$ cat src/hw/rtl/stnsg_pkg.sv
// Package: constants and types shared by the sound generator files.
`default_nettype none
package stnsg_pkg;

	localparam int TONE_CHANNELS = 3;
	localparam int MAX_VOLUME    = 15;
	localparam int SAMPLE_RATE   = 48000;

	localparam int REQ_TYPE_W = 2;
	localparam int CHANNEL_W  = 2;
	localparam int VALUE_W    = 16;
	localparam int MIX_W      = 7;

	localparam int PHASE_W   = 32;
	localparam int LFSR_W    = 16;
	localparam int VOL_BYTE_W = 8;
	localparam int LEVEL_W   = $clog2(MAX_VOLUME + 1);

	localparam logic [LFSR_W-1:0] LFSR_TAPS  = 16'hB800;
	localparam logic [LFSR_W-1:0] LFSR_SEED  = 16'h0001;
	localparam int                NOISE_RESET_BIT = 7;

	// Step = floor(freq * 2^PHASE_W / SAMPLE_RATE) through a scaled reciprocal.
	// 2^RATE_W exceeds SAMPLE_RATE, so the rounding error never moves the floor.
	localparam int RATE_W      = 18;
	localparam int SHIFT_S     = VALUE_W + RATE_W;
	localparam int RECIP_EXP   = PHASE_W + SHIFT_S;
	localparam int RECIP_W     = RECIP_EXP + 1 - $clog2(SAMPLE_RATE);
	localparam int RECIP_LO_W  = RECIP_W / 2;
	localparam int RECIP_HI_W  = RECIP_W - RECIP_LO_W;
	localparam int NUM_W       = RECIP_EXP + 4;
	localparam logic [NUM_W-1:0] RECIP_FULL =
		((NUM_W'(1) << RECIP_EXP) + NUM_W'(SAMPLE_RATE - 1)) / NUM_W'(SAMPLE_RATE);
	localparam logic [RECIP_HI_W-1:0] RECIP_HI = RECIP_FULL[RECIP_W-1:RECIP_LO_W];
	localparam logic [RECIP_LO_W-1:0] RECIP_LO = RECIP_FULL[RECIP_LO_W-1:0];
	localparam int PROD_HI_W   = VALUE_W + RECIP_HI_W;
	localparam int PROD_LO_W   = VALUE_W + RECIP_LO_W;
	localparam int PROD_W      = VALUE_W + RECIP_W + 1;

	localparam int SUM_RAW_W = $clog2(MAX_VOLUME * (TONE_CHANNELS + 1) + 1) + 1;
	localparam int SUM_W     = (SUM_RAW_W > MIX_W + 1) ? SUM_RAW_W : MIX_W + 1;
	localparam int MIX_MAX   = 2 ** (MIX_W - 1) - 1;
	localparam int MIX_MIN   = -(2 ** (MIX_W - 1));

	typedef enum logic [REQ_TYPE_W-1:0] {
		REQ_TICK   = 2'd0,
		REQ_VOLUME = 2'd1,
		REQ_FREQ   = 2'd2
	} req_type_t;

endpackage
`default_nettype wire

$ cat src/hw/rtl/stnsg_req_if.sv
// Interface: request channel carrying ticks, volume writes and frequency writes.
`default_nettype none
interface stnsg_req_if;
	import stnsg_pkg::*;

	logic                  valid;
	logic                  ready;
	logic [REQ_TYPE_W-1:0] req_type;
	logic [CHANNEL_W-1:0]  channel;
	logic [VALUE_W-1:0]    value;

	modport source (output valid, output req_type, output channel, output value,
		input ready);
	modport sink (input valid, input req_type, input channel, input value,
		output ready);
endinterface
`default_nettype wire

$ cat src/hw/rtl/stnsg_mix_if.sv
// Interface: result channel carrying the signed channel mix.
`default_nettype none
interface stnsg_mix_if;
	import stnsg_pkg::*;

	logic                    valid;
	logic                    ready;
	logic signed [MIX_W-1:0] mix_sum;

	modport source (output valid, output mix_sum, input ready);
	modport sink (input valid, input mix_sum, output ready);
endinterface
`default_nettype wire

$ cat src/hw/rtl/stnsg_step_calc.sv
// Phase step from frequency: split reciprocal multiply, registered, then summed.
`default_nettype none
module stnsg_step_calc (
	input  wire logic                          clk,
	input  wire logic                          en,
	input  wire logic [stnsg_pkg::VALUE_W-1:0] freq,
	output logic      [stnsg_pkg::PHASE_W-1:0] step
);
	import stnsg_pkg::*;

	logic [PROD_HI_W-1:0] prod_hi_s2;
	logic [PROD_LO_W-1:0] prod_lo_s2;
	logic [PROD_W-1:0]    full;

	always_ff @(posedge clk) begin
		if (en) begin
			prod_hi_s2 <= PROD_HI_W'(freq) * PROD_HI_W'(RECIP_HI);
			prod_lo_s2 <= PROD_LO_W'(freq) * PROD_LO_W'(RECIP_LO);
		end
	end

	assign full = (PROD_W'(prod_hi_s2) << RECIP_LO_W) + PROD_W'(prod_lo_s2);
	assign step = full[SHIFT_S +: PHASE_W];
endmodule
`default_nettype wire

$ cat src/hw/rtl/square_tone_noise_sound_generator.sv
// Top level: square-wave tone channels plus one LFSR noise channel, mixed per tick.
//
// Usage:
//   req channel (valid/ready): req_type selects a sample tick, a volume write or a
//   frequency write; channel picks a tone channel or, at TONE_CHANNELS, the noise
//   channel; value is the volume byte or the frequency in hertz.
//   mix channel (valid/ready): one signed mix_sum per sample tick; writes and
//   unused request types produce no transfer.
//   A tick accepted into the input register moves to stage 2, then its mix_sum is
//   registered in the result register. Throughput is one request per cycle
//   unless stalled; the three-stage path is input register, registered reciprocal
//   multiply for the frequency step, then channel update and result register.
//   Requests take effect strictly in order: a write reaches the channel state in
//   the same stage where ticks read it.
//   Reset: all phases, steps and levels clear, the noise LFSR loads 1, and all
//   stages and the result register empty.
//   Stall: while mix.ready is low the result holds; the two stages behind it keep
//   filling, and req.ready drops only once both hold a request.
`default_nettype none
module square_tone_noise_sound_generator (
	input wire logic  clk,
	input wire logic  arst_n,
	stnsg_req_if.sink req,
	stnsg_mix_if.source mix
);
	import stnsg_pkg::*;

	localparam logic signed [SUM_W-1:0] SUM_MAX = SUM_W'(MIX_MAX);
	localparam logic signed [SUM_W-1:0] SUM_MIN = SUM_W'(MIX_MIN);

	// stage 1
	logic                  valid_s1;
	req_type_t             type_s1;
	logic [CHANNEL_W-1:0]  ch_s1;
	logic [VALUE_W-1:0]    value_s1;
	// stage 2
	logic                  valid_s2;
	req_type_t             type_s2;
	logic [CHANNEL_W-1:0]  ch_s2;
	logic [VOL_BYTE_W-1:0] vol_s2;
	logic [PHASE_W-1:0]    step_s2;

	logic s1_move, s1_ready, s2_move, s2_ready, s2_tick, out_free;

	// channel state
	logic [PHASE_W-1:0] tone_phase_q [TONE_CHANNELS];
	logic [PHASE_W-1:0] tone_step_q  [TONE_CHANNELS];
	logic [LEVEL_W-1:0] tone_level_q [TONE_CHANNELS];
	logic [PHASE_W-1:0] noise_phase_q;
	logic [PHASE_W-1:0] noise_step_q;
	logic [LEVEL_W-1:0] noise_level_q;
	logic [LFSR_W-1:0]  noise_shift_q;

	// result register
	logic                    out_v_q;
	logic signed [MIX_W-1:0] mix_q;

	// combinational channel logic
	logic [PHASE_W-1:0]      tone_phase_nx [TONE_CHANNELS];
	logic [TONE_CHANNELS-1:0] tone_active;
	logic                    noise_active;
	logic [PHASE_W:0]        noise_sum;
	logic [LFSR_W-1:0]       noise_shift_nx;
	logic signed [SUM_W-1:0] sum;
	logic signed [MIX_W-1:0] mix_nx;
	logic [LEVEL_W-1:0]      vol_level;
	logic                    noise_sel;

	assign out_free = !out_v_q || mix.ready;
	assign s2_tick  = valid_s2 && (type_s2 == REQ_TICK);
	assign s2_move  = valid_s2 && (!s2_tick || out_free);
	assign s2_ready = !valid_s2 || s2_move;
	assign s1_move  = valid_s1 && s2_ready;
	assign s1_ready = !valid_s1 || s1_move;
	assign req.ready = s1_ready;

	always_ff @(posedge clk or negedge arst_n) begin
		if (!arst_n) begin
			valid_s1 <= 1'b0;
			valid_s2 <= 1'b0;
		end else begin
			if (s1_ready)
				valid_s1 <= req.valid;
			if (s2_ready)
				valid_s2 <= s1_move;
		end
	end

	always_ff @(posedge clk) begin
		if (req.valid && s1_ready) begin
			type_s1  <= req_type_t'(req.req_type);
			ch_s1    <= req.channel;
			value_s1 <= req.value;
		end
		if (s1_move) begin
			type_s2 <= type_s1;
			ch_s2   <= ch_s1;
			vol_s2  <= value_s1[VOL_BYTE_W-1:0];
		end
	end

	stnsg_step_calc u_step (
		.clk  (clk),
		.en   (s1_move),
		.freq (value_s1),
		.step (step_s2)
	);

	always_comb begin
		sum = '0;
		for (int i = 0; i < TONE_CHANNELS; i++) begin
			tone_active[i]   = (tone_level_q[i] != '0) && (tone_step_q[i] != '0);
			tone_phase_nx[i] = tone_phase_q[i] + tone_step_q[i];
			if (tone_active[i]) begin
				if (tone_phase_nx[i][PHASE_W-1])
					sum = sum + SUM_W'(tone_level_q[i]);
				else
					sum = sum - SUM_W'(tone_level_q[i]);
			end
		end
		noise_active = (noise_level_q != '0) && (noise_step_q != '0);
		noise_sum    = {1'b0, noise_phase_q} + {1'b0, noise_step_q};
		if (noise_sum[PHASE_W])
			noise_shift_nx = {1'b0, noise_shift_q[LFSR_W-1:1]} ^
				(noise_shift_q[0] ? LFSR_TAPS : '0);
		else
			noise_shift_nx = noise_shift_q;
		if (noise_active) begin
			if (noise_shift_nx[0])
				sum = sum + SUM_W'(noise_level_q);
			else
				sum = sum - SUM_W'(noise_level_q);
		end
		if (sum > SUM_MAX)
			mix_nx = SUM_MAX[MIX_W-1:0];
		else if (sum < SUM_MIN)
			mix_nx = SUM_MIN[MIX_W-1:0];
		else
			mix_nx = sum[MIX_W-1:0];
	end

	assign vol_level = (vol_s2 > VOL_BYTE_W'(MAX_VOLUME)) ? LEVEL_W'(MAX_VOLUME) :
		vol_s2[LEVEL_W-1:0];
	assign noise_sel = (int'(ch_s2) == TONE_CHANNELS);

	always_ff @(posedge clk or negedge arst_n) begin
		if (!arst_n) begin
			for (int i = 0; i < TONE_CHANNELS; i++) begin
				tone_phase_q[i] <= '0;
				tone_step_q[i]  <= '0;
				tone_level_q[i] <= '0;
			end
			noise_phase_q <= '0;
			noise_step_q  <= '0;
			noise_level_q <= '0;
			noise_shift_q <= LFSR_SEED;
		end else if (s2_move) begin
			unique case (type_s2)
				REQ_TICK: begin
					for (int i = 0; i < TONE_CHANNELS; i++) begin
						if (tone_active[i])
							tone_phase_q[i] <= tone_phase_nx[i];
					end
					if (noise_active) begin
						noise_phase_q <= noise_sum[PHASE_W-1:0];
						noise_shift_q <= noise_shift_nx;
					end
				end
				REQ_VOLUME: begin
					for (int i = 0; i < TONE_CHANNELS; i++) begin
						if (int'(ch_s2) == i)
							tone_level_q[i] <= vol_level;
					end
					if (noise_sel) begin
						noise_level_q <= vol_level;
						if (vol_s2[NOISE_RESET_BIT]) begin
							noise_phase_q <= '0;
							noise_shift_q <= LFSR_SEED;
						end
					end
				end
				REQ_FREQ: begin
					for (int i = 0; i < TONE_CHANNELS; i++) begin
						if (int'(ch_s2) == i)
							tone_step_q[i] <= step_s2;
					end
					if (noise_sel)
						noise_step_q <= step_s2;
				end
				default: begin
					// drop unused request codes
				end
			endcase
		end
	end

	always_ff @(posedge clk or negedge arst_n) begin
		if (!arst_n)
			out_v_q <= 1'b0;
		else if (s2_move && s2_tick)
			out_v_q <= 1'b1;
		else if (mix.ready)
			out_v_q <= 1'b0;
	end

	always_ff @(posedge clk) begin
		if (s2_move && s2_tick)
			mix_q <= mix_nx;
	end

	assign mix.valid   = out_v_q;
	assign mix.mix_sum = mix_q;

	a_lfsr_nonzero: assert property (@(posedge clk) disable iff (!arst_n)
		noise_shift_q != '0)
		else $error("noise LFSR reached the all-zero state");

	a_level_clamped: assert property (@(posedge clk) disable iff (!arst_n)
		noise_level_q <= LEVEL_W'(MAX_VOLUME))
		else $error("noise level above maximum volume");

	a_result_from_tick: assert property (@(posedge clk) disable iff (!arst_n)
		(out_v_q && !$past(out_v_q)) |-> $past(s2_move && s2_tick))
		else $error("result appeared without a tick leaving stage 2");

	a_stall_only_full: assert property (@(posedge clk) disable iff (!arst_n)
		!req.ready |-> (valid_s1 && valid_s2 && out_v_q && !mix.ready))
		else $error("request side stalled with room in the pipeline");
endmodule
`default_nettype wire

$ cat src/flat_wrapper.sv
// flat-port wrapper written by rule: the top's interface ports become plain ports
module square_tone_noise_sound_generator_flat import stnsg_pkg::*;
  (clk, arst_n, req_valid, req_req_type, req_channel, req_value, req_ready, mix_valid, mix_mix_sum, mix_ready);
  stnsg_req_if req_i ();
  stnsg_mix_if mix_i ();
  input wire logic clk;
  input wire logic arst_n;
  input wire logic [$bits(req_i.valid)-1:0] req_valid;
  input wire logic [$bits(req_i.req_type)-1:0] req_req_type;
  input wire logic [$bits(req_i.channel)-1:0] req_channel;
  input wire logic [$bits(req_i.value)-1:0] req_value;
  output wire logic [$bits(req_i.ready)-1:0] req_ready;
  output wire logic [$bits(mix_i.valid)-1:0] mix_valid;
  output wire logic [$bits(mix_i.mix_sum)-1:0] mix_mix_sum;
  input wire logic [$bits(mix_i.ready)-1:0] mix_ready;
  assign req_i.valid = req_valid;
  assign req_i.req_type = req_req_type;
  assign req_i.channel = req_channel;
  assign req_i.value = req_value;
  assign req_ready = req_i.ready;
  assign mix_valid = mix_i.valid;
  assign mix_mix_sum = mix_i.mix_sum;
  assign mix_i.ready = mix_ready;
  square_tone_noise_sound_generator u_core (.clk(clk), .arst_n(arst_n), .req(req_i), .mix(mix_i));
endmodule
$ cat config.mk
export PLATFORM = sky130hd
export DESIGN_NAME = square_tone_noise_sound_generator_flat
export DESIGN_NICKNAME = d
export VERILOG_FILES = /design/src/hw/rtl/stnsg_pkg.sv /design/src/hw/rtl/stnsg_req_if.sv /design/src/hw/rtl/stnsg_mix_if.sv /design/src/hw/rtl/stnsg_step_calc.sv /design/src/hw/rtl/square_tone_noise_sound_generator.sv /design/src/flat_wrapper.sv
export SDC_FILE = /design/constraint.sdc
export NUM_CORES = 2
export LEC_CHECK = 0
export BUFFER_PORTS_ARGS = -buffer_cell sky130_fd_sc_hd__buf_2
export CAP_MARGIN = 20
export CORE_ASPECT_RATIO = 1.25
export CORE_MARGIN = 8
export CORE_UTILIZATION = 40
export DETAILED_ROUTE_END_ITERATION = 16
export SLEW_MARGIN = 15
export SYNTH_ARGS = -nofsm -noshare
export SYNTH_HDL_FRONTEND = slang
export SYNTH_HIERARCHICAL = 1
export SYNTH_SLANG_ARGS = --single-unit
$ cat constraint.sdc
create_clock -name clk -period 15.32 [get_ports clk]
set_input_delay 2.298 -clock clk [delete_from_list [all_inputs] [get_ports clk]]
set_output_delay 2.298 -clock clk [all_outputs]
set_load 0.01 [all_outputs]
# --- Yosys cells after proc, flatten, opt, wreduce, memory -nomap -nowiden ---
# Index checks and enable logic that the tools add are counted.
op_classes:
  n_addsub: 12
  multipliers: 2
  n_div: 0
  order_cmp: 3
  n_eq_ne: 9
  n_shift: 0
  n_mux: 22
  n_bitwise: 1
  reduce_logical: 42
op_table:
  columns: ["op", "n"]
  rows:
  - ["nonzero test 32 bit", 4]
  - ["adder 32 bit", 3]
  - ["two-way mux 32 bit", 3]
  - ["two-way mux 16 bit", 5]
  - ["adder 66 x 40 -> 66 bit", 1]
  - ["two-way mux 8 bit", 8]
  - ["one-hot mux 32 bit (2 select lines)", 1]
  - ["multiplier 16 x 23 -> 39 bit (second input constant)", 1]
  - ["multiplier 16 x 23 -> 38 bit (second input constant)", 1]
  - ["adder 32 x 32 -> 33 bit", 1]
  - ["AND reduction 3 bit", 11]
  - ["one-hot mux 16 bit (2 select lines)", 1]
  - ["adder 8 x 4 -> 8 bit", 3]
  - ["subtractor 8 x 4 -> 8 bit", 3]
  - ["nonzero test 4 bit", 4]
  - ["XOR 15 x 16 -> 16 bit", 1]
  - ["logical AND 1 bit", 9]
  - ["> comparator 8 x 4 -> 1 bit (second input constant)", 1]
  - ["> comparator 8 x 7 -> 1 bit (second input constant)", 1]
  - ["< comparator 8 x 7 -> 1 bit (second input constant)", 1]
  - ["!= test 2 x 1 -> 1 bit (second input constant)", 4]
  - ["two-way mux 7 bit", 1]
  - ["== test 2 bit (second input constant)", 3]
  - ["AND reduction 6 bit", 1]
  - ["9 further kinds", 19]
totals:
  regBits: 407
  latchBits: 0
  ram_bits: 0
  romBits: 0
  mem_count: 0

# --- Longest topological paths before layout ---
depth:
  depth_word: 14
  mapped_depth: 33
  ltp_nobuf: 32

# --- Cells and area by module ---
# The synthesis kept the hierarchy.
modules_own_cells:
  columns: ["module", "n_inst", "cells_each", "area_per_inst_um2", "seq_area_each_um2"]
  rows:
  - ["square_tone_noise_sound_generator", 1, 1953, 19942.9, 8454.4]
  - ["stnsg_step_calc", 1, 1435, 14535.2, 1501.4]

# --- Least setup slack after synthesis ---
# Ideal clock, no wire load.
synth_timing:
  kind: "register to register"
  startpoint: "register u_core/tone_phase_q[58] (netlist bit)"
  endpoint: "register u_core.mix_q[5], in the netlist u_core/mix.mix_sum[5], data pin"
  setup_ns: 0.261
  arrival_ns: 6.150
  required_ns: 15.059
  path_slack_ns: 8.909
  stages_incl_launch_ff: 29
  path_buffers: 0
  synth_period_minus_slack_ns: 6.411
  cell_sequence: "dfrtp_1 -> ha_1 -> a2111oi_0 -> o21ai_0 -> a31o_2 -> a21oi_1 -> o21ai_0 -> xnor2_1 -> mux2_2 -> fa_1 -> xor2_1 -> mux2_4 -> ha_1 -> a21oi_1 -> nor2_1 -> nor2_1 -> inv_1 -> a21oi_1 -> a22oi_1 -> nor2_1 -> xor2_1 -> o21ai_0 -> ha_1 -> a21oi_1 -> nor2b_1 -> mux2i_1 -> xnor2_2 -> xnor2_4 -> maj3_2"
synth_via:
  elab_chain_cells: 11
  elab_cells_between_ends: 14
  classes_between: "add/sub (5); order compare (2); mux (7)"
synth_rtl:
  columns: ["item", "line", "text"]
  rows:
  - ["start: declaration", "square_tone_noise_sound_generator.sv:46", "logic [PHASE_W-1:0] tone_phase_q [TONE_CHANNELS];"]
  - ["start signal: indexed assignment", "square_tone_noise_sound_generator.sv:162", "tone_phase_q[i] <= tone_phase_nx[i];"]
  - ["adder 32 bit *", "square_tone_noise_sound_generator.sv:113", "tone_phase_nx[i] = tone_phase_q[i] + tone_step_q[i];"]
  - ["two-way mux 8 bit *", "square_tone_noise_sound_generator.sv:115", "if (tone_phase_nx[i][PHASE_W-1])"]
  - ["two-way mux 8 bit *", "square_tone_noise_sound_generator.sv:114", "if (tone_active[i]) begin"]
  - ["subtractor 8 x 4 -> 8 bit or adder 8 x 4 -> 8 bit (tied branches)", "square_tone_noise_sound_generator.sv:118, square_tone_noise_sound_generator.sv:116", null]
  - ["two-way mux 8 bit", "square_tone_noise_sound_generator.sv:115", null]
  - ["two-way mux 8 bit *", "square_tone_noise_sound_generator.sv:114", null]
  - ["subtractor 8 x 4 -> 8 bit or adder 8 x 4 -> 8 bit (tied branches)", "square_tone_noise_sound_generator.sv:132, square_tone_noise_sound_generator.sv:130", null]
  - ["two-way mux 8 bit", "square_tone_noise_sound_generator.sv:129", "if (noise_shift_nx[0])"]
  - ["two-way mux 8 bit *", "square_tone_noise_sound_generator.sv:128", "if (noise_active) begin"]
  - ["< comparator 8 x 7 -> 1 bit", "square_tone_noise_sound_generator.sv:136", "else if (sum < SUM_MIN)"]
  - ["two-way mux 7 bit", "square_tone_noise_sound_generator.sv:136", null]
  - ["end signal: assignment", "square_tone_noise_sound_generator.sv:208", "mix_q <= mix_nx;"]
  - ["end: declaration", "square_tone_noise_sound_generator.sv:56", "logic signed [MIX_W-1:0] mix_q;"]
# Mark *: on every way between the ends. The rest lies on a longest branch, timed or not.
# A chain may end at the register's enable or synchronous reset.

# --- Worst setup path in the final report ---
layout_timing:
  startpoint: "register u_core/tone_step_q[35] (netlist bit)"
  endpoint: "register u_core.mix_q[5], in the netlist u_core/mix.mix_sum[5], data pin"
layout_via:
  elab_chain_cells: 11
  elab_cells_between_ends: 16
  classes_between: "add/sub (5); order compare (2); mux (7); reduce/logical (2)"
layout_rtl:
  columns: ["item", "line", "text"]
  rows:
  - ["start: declaration", "square_tone_noise_sound_generator.sv:47", "logic [PHASE_W-1:0] tone_step_q [TONE_CHANNELS];"]
  - ["start signal: indexed assignment", "square_tone_noise_sound_generator.sv:185", "tone_step_q[i] <= step_s2;"]
  - ["adder 32 bit or nonzero test 32 bit (tied branches)", "square_tone_noise_sound_generator.sv:113, square_tone_noise_sound_generator.sv:112", null]
  - ["two-way mux 8 bit or logical AND 1 bit (tied branches)", "square_tone_noise_sound_generator.sv:115, square_tone_noise_sound_generator.sv:112", null]
  - ["two-way mux 8 bit *", "square_tone_noise_sound_generator.sv:114", null]
  - ["subtractor 8 x 4 -> 8 bit or adder 8 x 4 -> 8 bit (tied branches)", "square_tone_noise_sound_generator.sv:118, square_tone_noise_sound_generator.sv:116", null]
  - ["two-way mux 8 bit", "square_tone_noise_sound_generator.sv:115", null]
  - ["two-way mux 8 bit *", "square_tone_noise_sound_generator.sv:114", null]
  - ["subtractor 8 x 4 -> 8 bit or adder 8 x 4 -> 8 bit (tied branches)", "square_tone_noise_sound_generator.sv:132, square_tone_noise_sound_generator.sv:130", null]
  - ["two-way mux 8 bit", "square_tone_noise_sound_generator.sv:129", null]
  - ["two-way mux 8 bit *", "square_tone_noise_sound_generator.sv:128", null]
  - ["< comparator 8 x 7 -> 1 bit", "square_tone_noise_sound_generator.sv:136", null]
  - ["two-way mux 7 bit", "square_tone_noise_sound_generator.sv:136", null]
# Marked as above.

==> flow_summary.yaml <==
logic_synthesis:
  syn_area_per_cell_um2: 10.2
  yosysTopAreaCellShare_pct: 21.0
  synthCells: 3388
  ys.warnings.count: 6
  synth-seq-cells: 380
  async_flop_share_pct: 76.6
  yosysTopAreaCell: "dfrtp_1"
  synth_edf_count: 89
  synthesis.area_mm2: 0.0345
  synth_seq_area_share_pct: 28.9
  synth_cell_type_count: 101
  synth.area.top_cells: "dfrtp_1, ha_1, fa_1, edfxtp_1, mux2_2"
  post-synth-top-count-cell: "ha_1"
  synth_ff_type: "dfrtp_1"
  synth_commonest_cells: "ha_1, inv_1, dfrtp_1"
  synth_fp_nets: 4102
setup_path:
  cp_max_fo: 7
  cp_slowest_cell: "mux2_2"
  worstPathArrival_ns: 7.58
  endpoint_kind: "flip-flop"
  critical-path-max-stage-delay_ns: 0.43
  worst_setup_path_start_kind: "flip-flop"
  critPathKind: "flip-flop to flip-flop"
  cp.required_ns: 15.64
route:
  postRouteAntennaNets: 0
  via_per_inst: 5.37
  wirelength_mm: 86.4
  drt_iter0_drc: 1374
  detail_route.wl_per_cell_um: 19.1
  vias: 24300
  firstDrtPassIters: 5
  drcViolationCount: 0
global_route:
  grt_usage_pct: 18.1
  antenna_found_initial: 6
  grt_pass1_vias: 24900
  overflow: 0
  grt_pass1_wl_mm: 138
  grt_max_degree: 95
placed_design:
  dpl-instance-area_mm2: 0.0357
  hpwl_mm: 68.6
  numPortBuffers: 32
  dp.cells: 4438
  gp_congestion: 0.982
worst_hold_path:
  hold_path.class: "flip-flop to flip-flop"
floorplanning:
  die_w_um: 279
  dieArea_mm2: 0.0959
  rows: 120
  fp.dieH_um: 344
  start_util_pct: 40.3
  core_mm2: 0.0856
  top_level_ports: 33
cells_and_area:
  finalNonFillerCells: 4522
  fin_area_mm2: 0.0373
  drive_above_1_share_pct: 10.3
  syn2layout_area_growth_pct: 8.19
  nFillCells: 8251
  layout.nets: 4101
timing:
  hold_viol: 0
  slew_violations: 0
  grt_setup_unrepaired: "no"
  final.setup.tns_ns: 0
  post-route-min-period_ns: 7.26
  setup_viol: 0
  worst_slew_pin_slew_ns: 1.20
  fin_crit_sh_pct: 47.4
  clock_skew_ns: 0.0287
  slew_headroom_pct: 19.4
  fmax_mhz: 138
clock_network:
  cts_resized: 0
  clk_latency_ns: 0.58
  postCtsHoldBufs: 0
  cts_max_path_buffers: 3
  cts_root_buf: "clkbuf_16"
  cts_tree: "done"
  cts_inserted_buffers: 45
  cts_sinks: 380
  cts.clk_slew.worst_paths_ns: 0.06
  htreeDepth: 2
  post_cts_buffers: 0
job:
  drv_cap: 0
status:
  status: "completed"
==> flip-flops by register name, summed over array words and instances (netlist names) <==
signal and count:
u_core/noise_step_q 32, u_core/tone_step_q 96, u_core/type_s2 2, u_core/valid_s1 1, u_core/tone_phase_q 96, u_core/noise_phase_q 32
u_core/value_s1 16, u_core/mix.valid 1, u_core/valid_s2 1, u_core/noise_shift_q 16, u_core/noise_level_q 4, u_core/tone_level_q 12
u_core/vol_s2 8, u_core/ch_s1 2, u_core/u_step/prod_lo_s2 13, u_core/type_s1 2, u_core/ch_s2 2, u_core/mix.mix_sum 7
u_core/u_step/prod_hi_s2 37
==> placed cells by master (no fill, tap or decap), types with 39 or more instances in the layout <==
cell type | netlist | routed
ha_1 | 435 | 435
nor4_1 | 39 | 39
a21oi_1 | 182 | 182
dfrtp_1 | 290 | 290
nand3_1 | 52 | 52
nand2_1 | 232 | 231
a21o_1 | 110 | 110
fa_1 | 255 | 255
nor3_1 | 43 | 42
edfxtp_1 | 89 | 89
mux2_2 | 148 | 148
o21ai_0 | 161 | 160
clkbuf_16 | 0 | 46
inv_1 | 423 | 423
xnor2_1 | 117 | 115
nor2_1 | 138 | 136
xor2_1 | 79 | 79
==> metal layers <==
layer | vias to the layer above | part of all wire [%] | global-route usage [%]
li1 | 11800 | - | -
met4 | 0 | 4.6 | 7.69
met3 | 165 | 3.7 | 2.10
met5 | - | 0 | 0
met2 | 416 | 50 | 32.6
met1 | 11900 | 41 | 21.7
==> critical path: cells and delay by family, from the launching register on <==
kind | cells | cell delay, ns
AO/OA/AOI/OAI | 11 | 2.10
multiplexers | 2 | 0.55
XOR/XNOR | 5 | 1.04
AND/OR/NAND/NOR | 7 | 1.21
flip-flops | 1 | 0.40
adder cells (fa/ha/maj) | 5 | 1.55
buffers and inverters | 2 | 0.14
==> through the flow <==
step           setup slack (ns)  hold WS (ns)  utilization [%]
3_3_place_gp               8.18         0.406             41.7
3_5_place_dp               8.06         0.410             41.7
4_1_cts                    8.02         0.421             43.6
6_report                   8.06         0.421             43.6
2_1_floorplan              8.91         0.400                -
5_1_grt                    7.43         0.427             43.6
==> layout make-up <==
class | count | area (µm²) | area share [%]
antenna | 2 | 5.00 | 0.0134
timing repair buffer | 58 | 365 | 0.979
multi-input combinational | 2478 | 22400 | 60.2
clock inverter | 24 | 324 | 0.869
sequential | 380 | 9960 | 26.7
inverter | 424 | 1590 | 4.27
clock buffer | 58 | 1250 | 3.34
tap | 1098 | 1370 | 3.68
==> final timing paths <==
check                                             from                 endpoint  slack [ns]  depth (start not counted)
worst min register to register         u_core/ch_s1[1]          u_core/ch_s2[1]        0.42                          0
worst max register to register  u_core/tone_step_q[35]    u_core/mix.mix_sum[5]        8.06                         32
max in group asynchronous                       arst_n  u_core/noise_level_q[1]       12.16                          2
worst max-delay path            u_core/tone_step_q[35]    u_core/mix.mix_sum[5]        8.06                         32
min in group asynchronous                       arst_n  u_core/tone_phase_q[70]        1.70                          1
worst min-delay path                   u_core/ch_s1[1]          u_core/ch_s2[1]        0.42                          0
==> cell families (layout without fill, tap and decap cells) <==
logic type / after synthesis / count (layout) / share of synthesized area (%)
buffers and inverters: 530 / 564 / 6.17
adder cells (fa/ha/maj): 696 / 696 / 30.8
flip-flops: 380 / 380 / 28.9
AND/OR/NAND/NOR: 703 / 703 / 10.2
other: 0 / 2 / 0
AO/OA/AOI/OAI: 717 / 717 / 13.5
multiplexers: 164 / 164 / 5.38
XOR/XNOR: 198 / 198 / 5.11
Power is not shown: default switching activity piles up to over one toggle a cycle in this logic, so the estimate is an artifact.
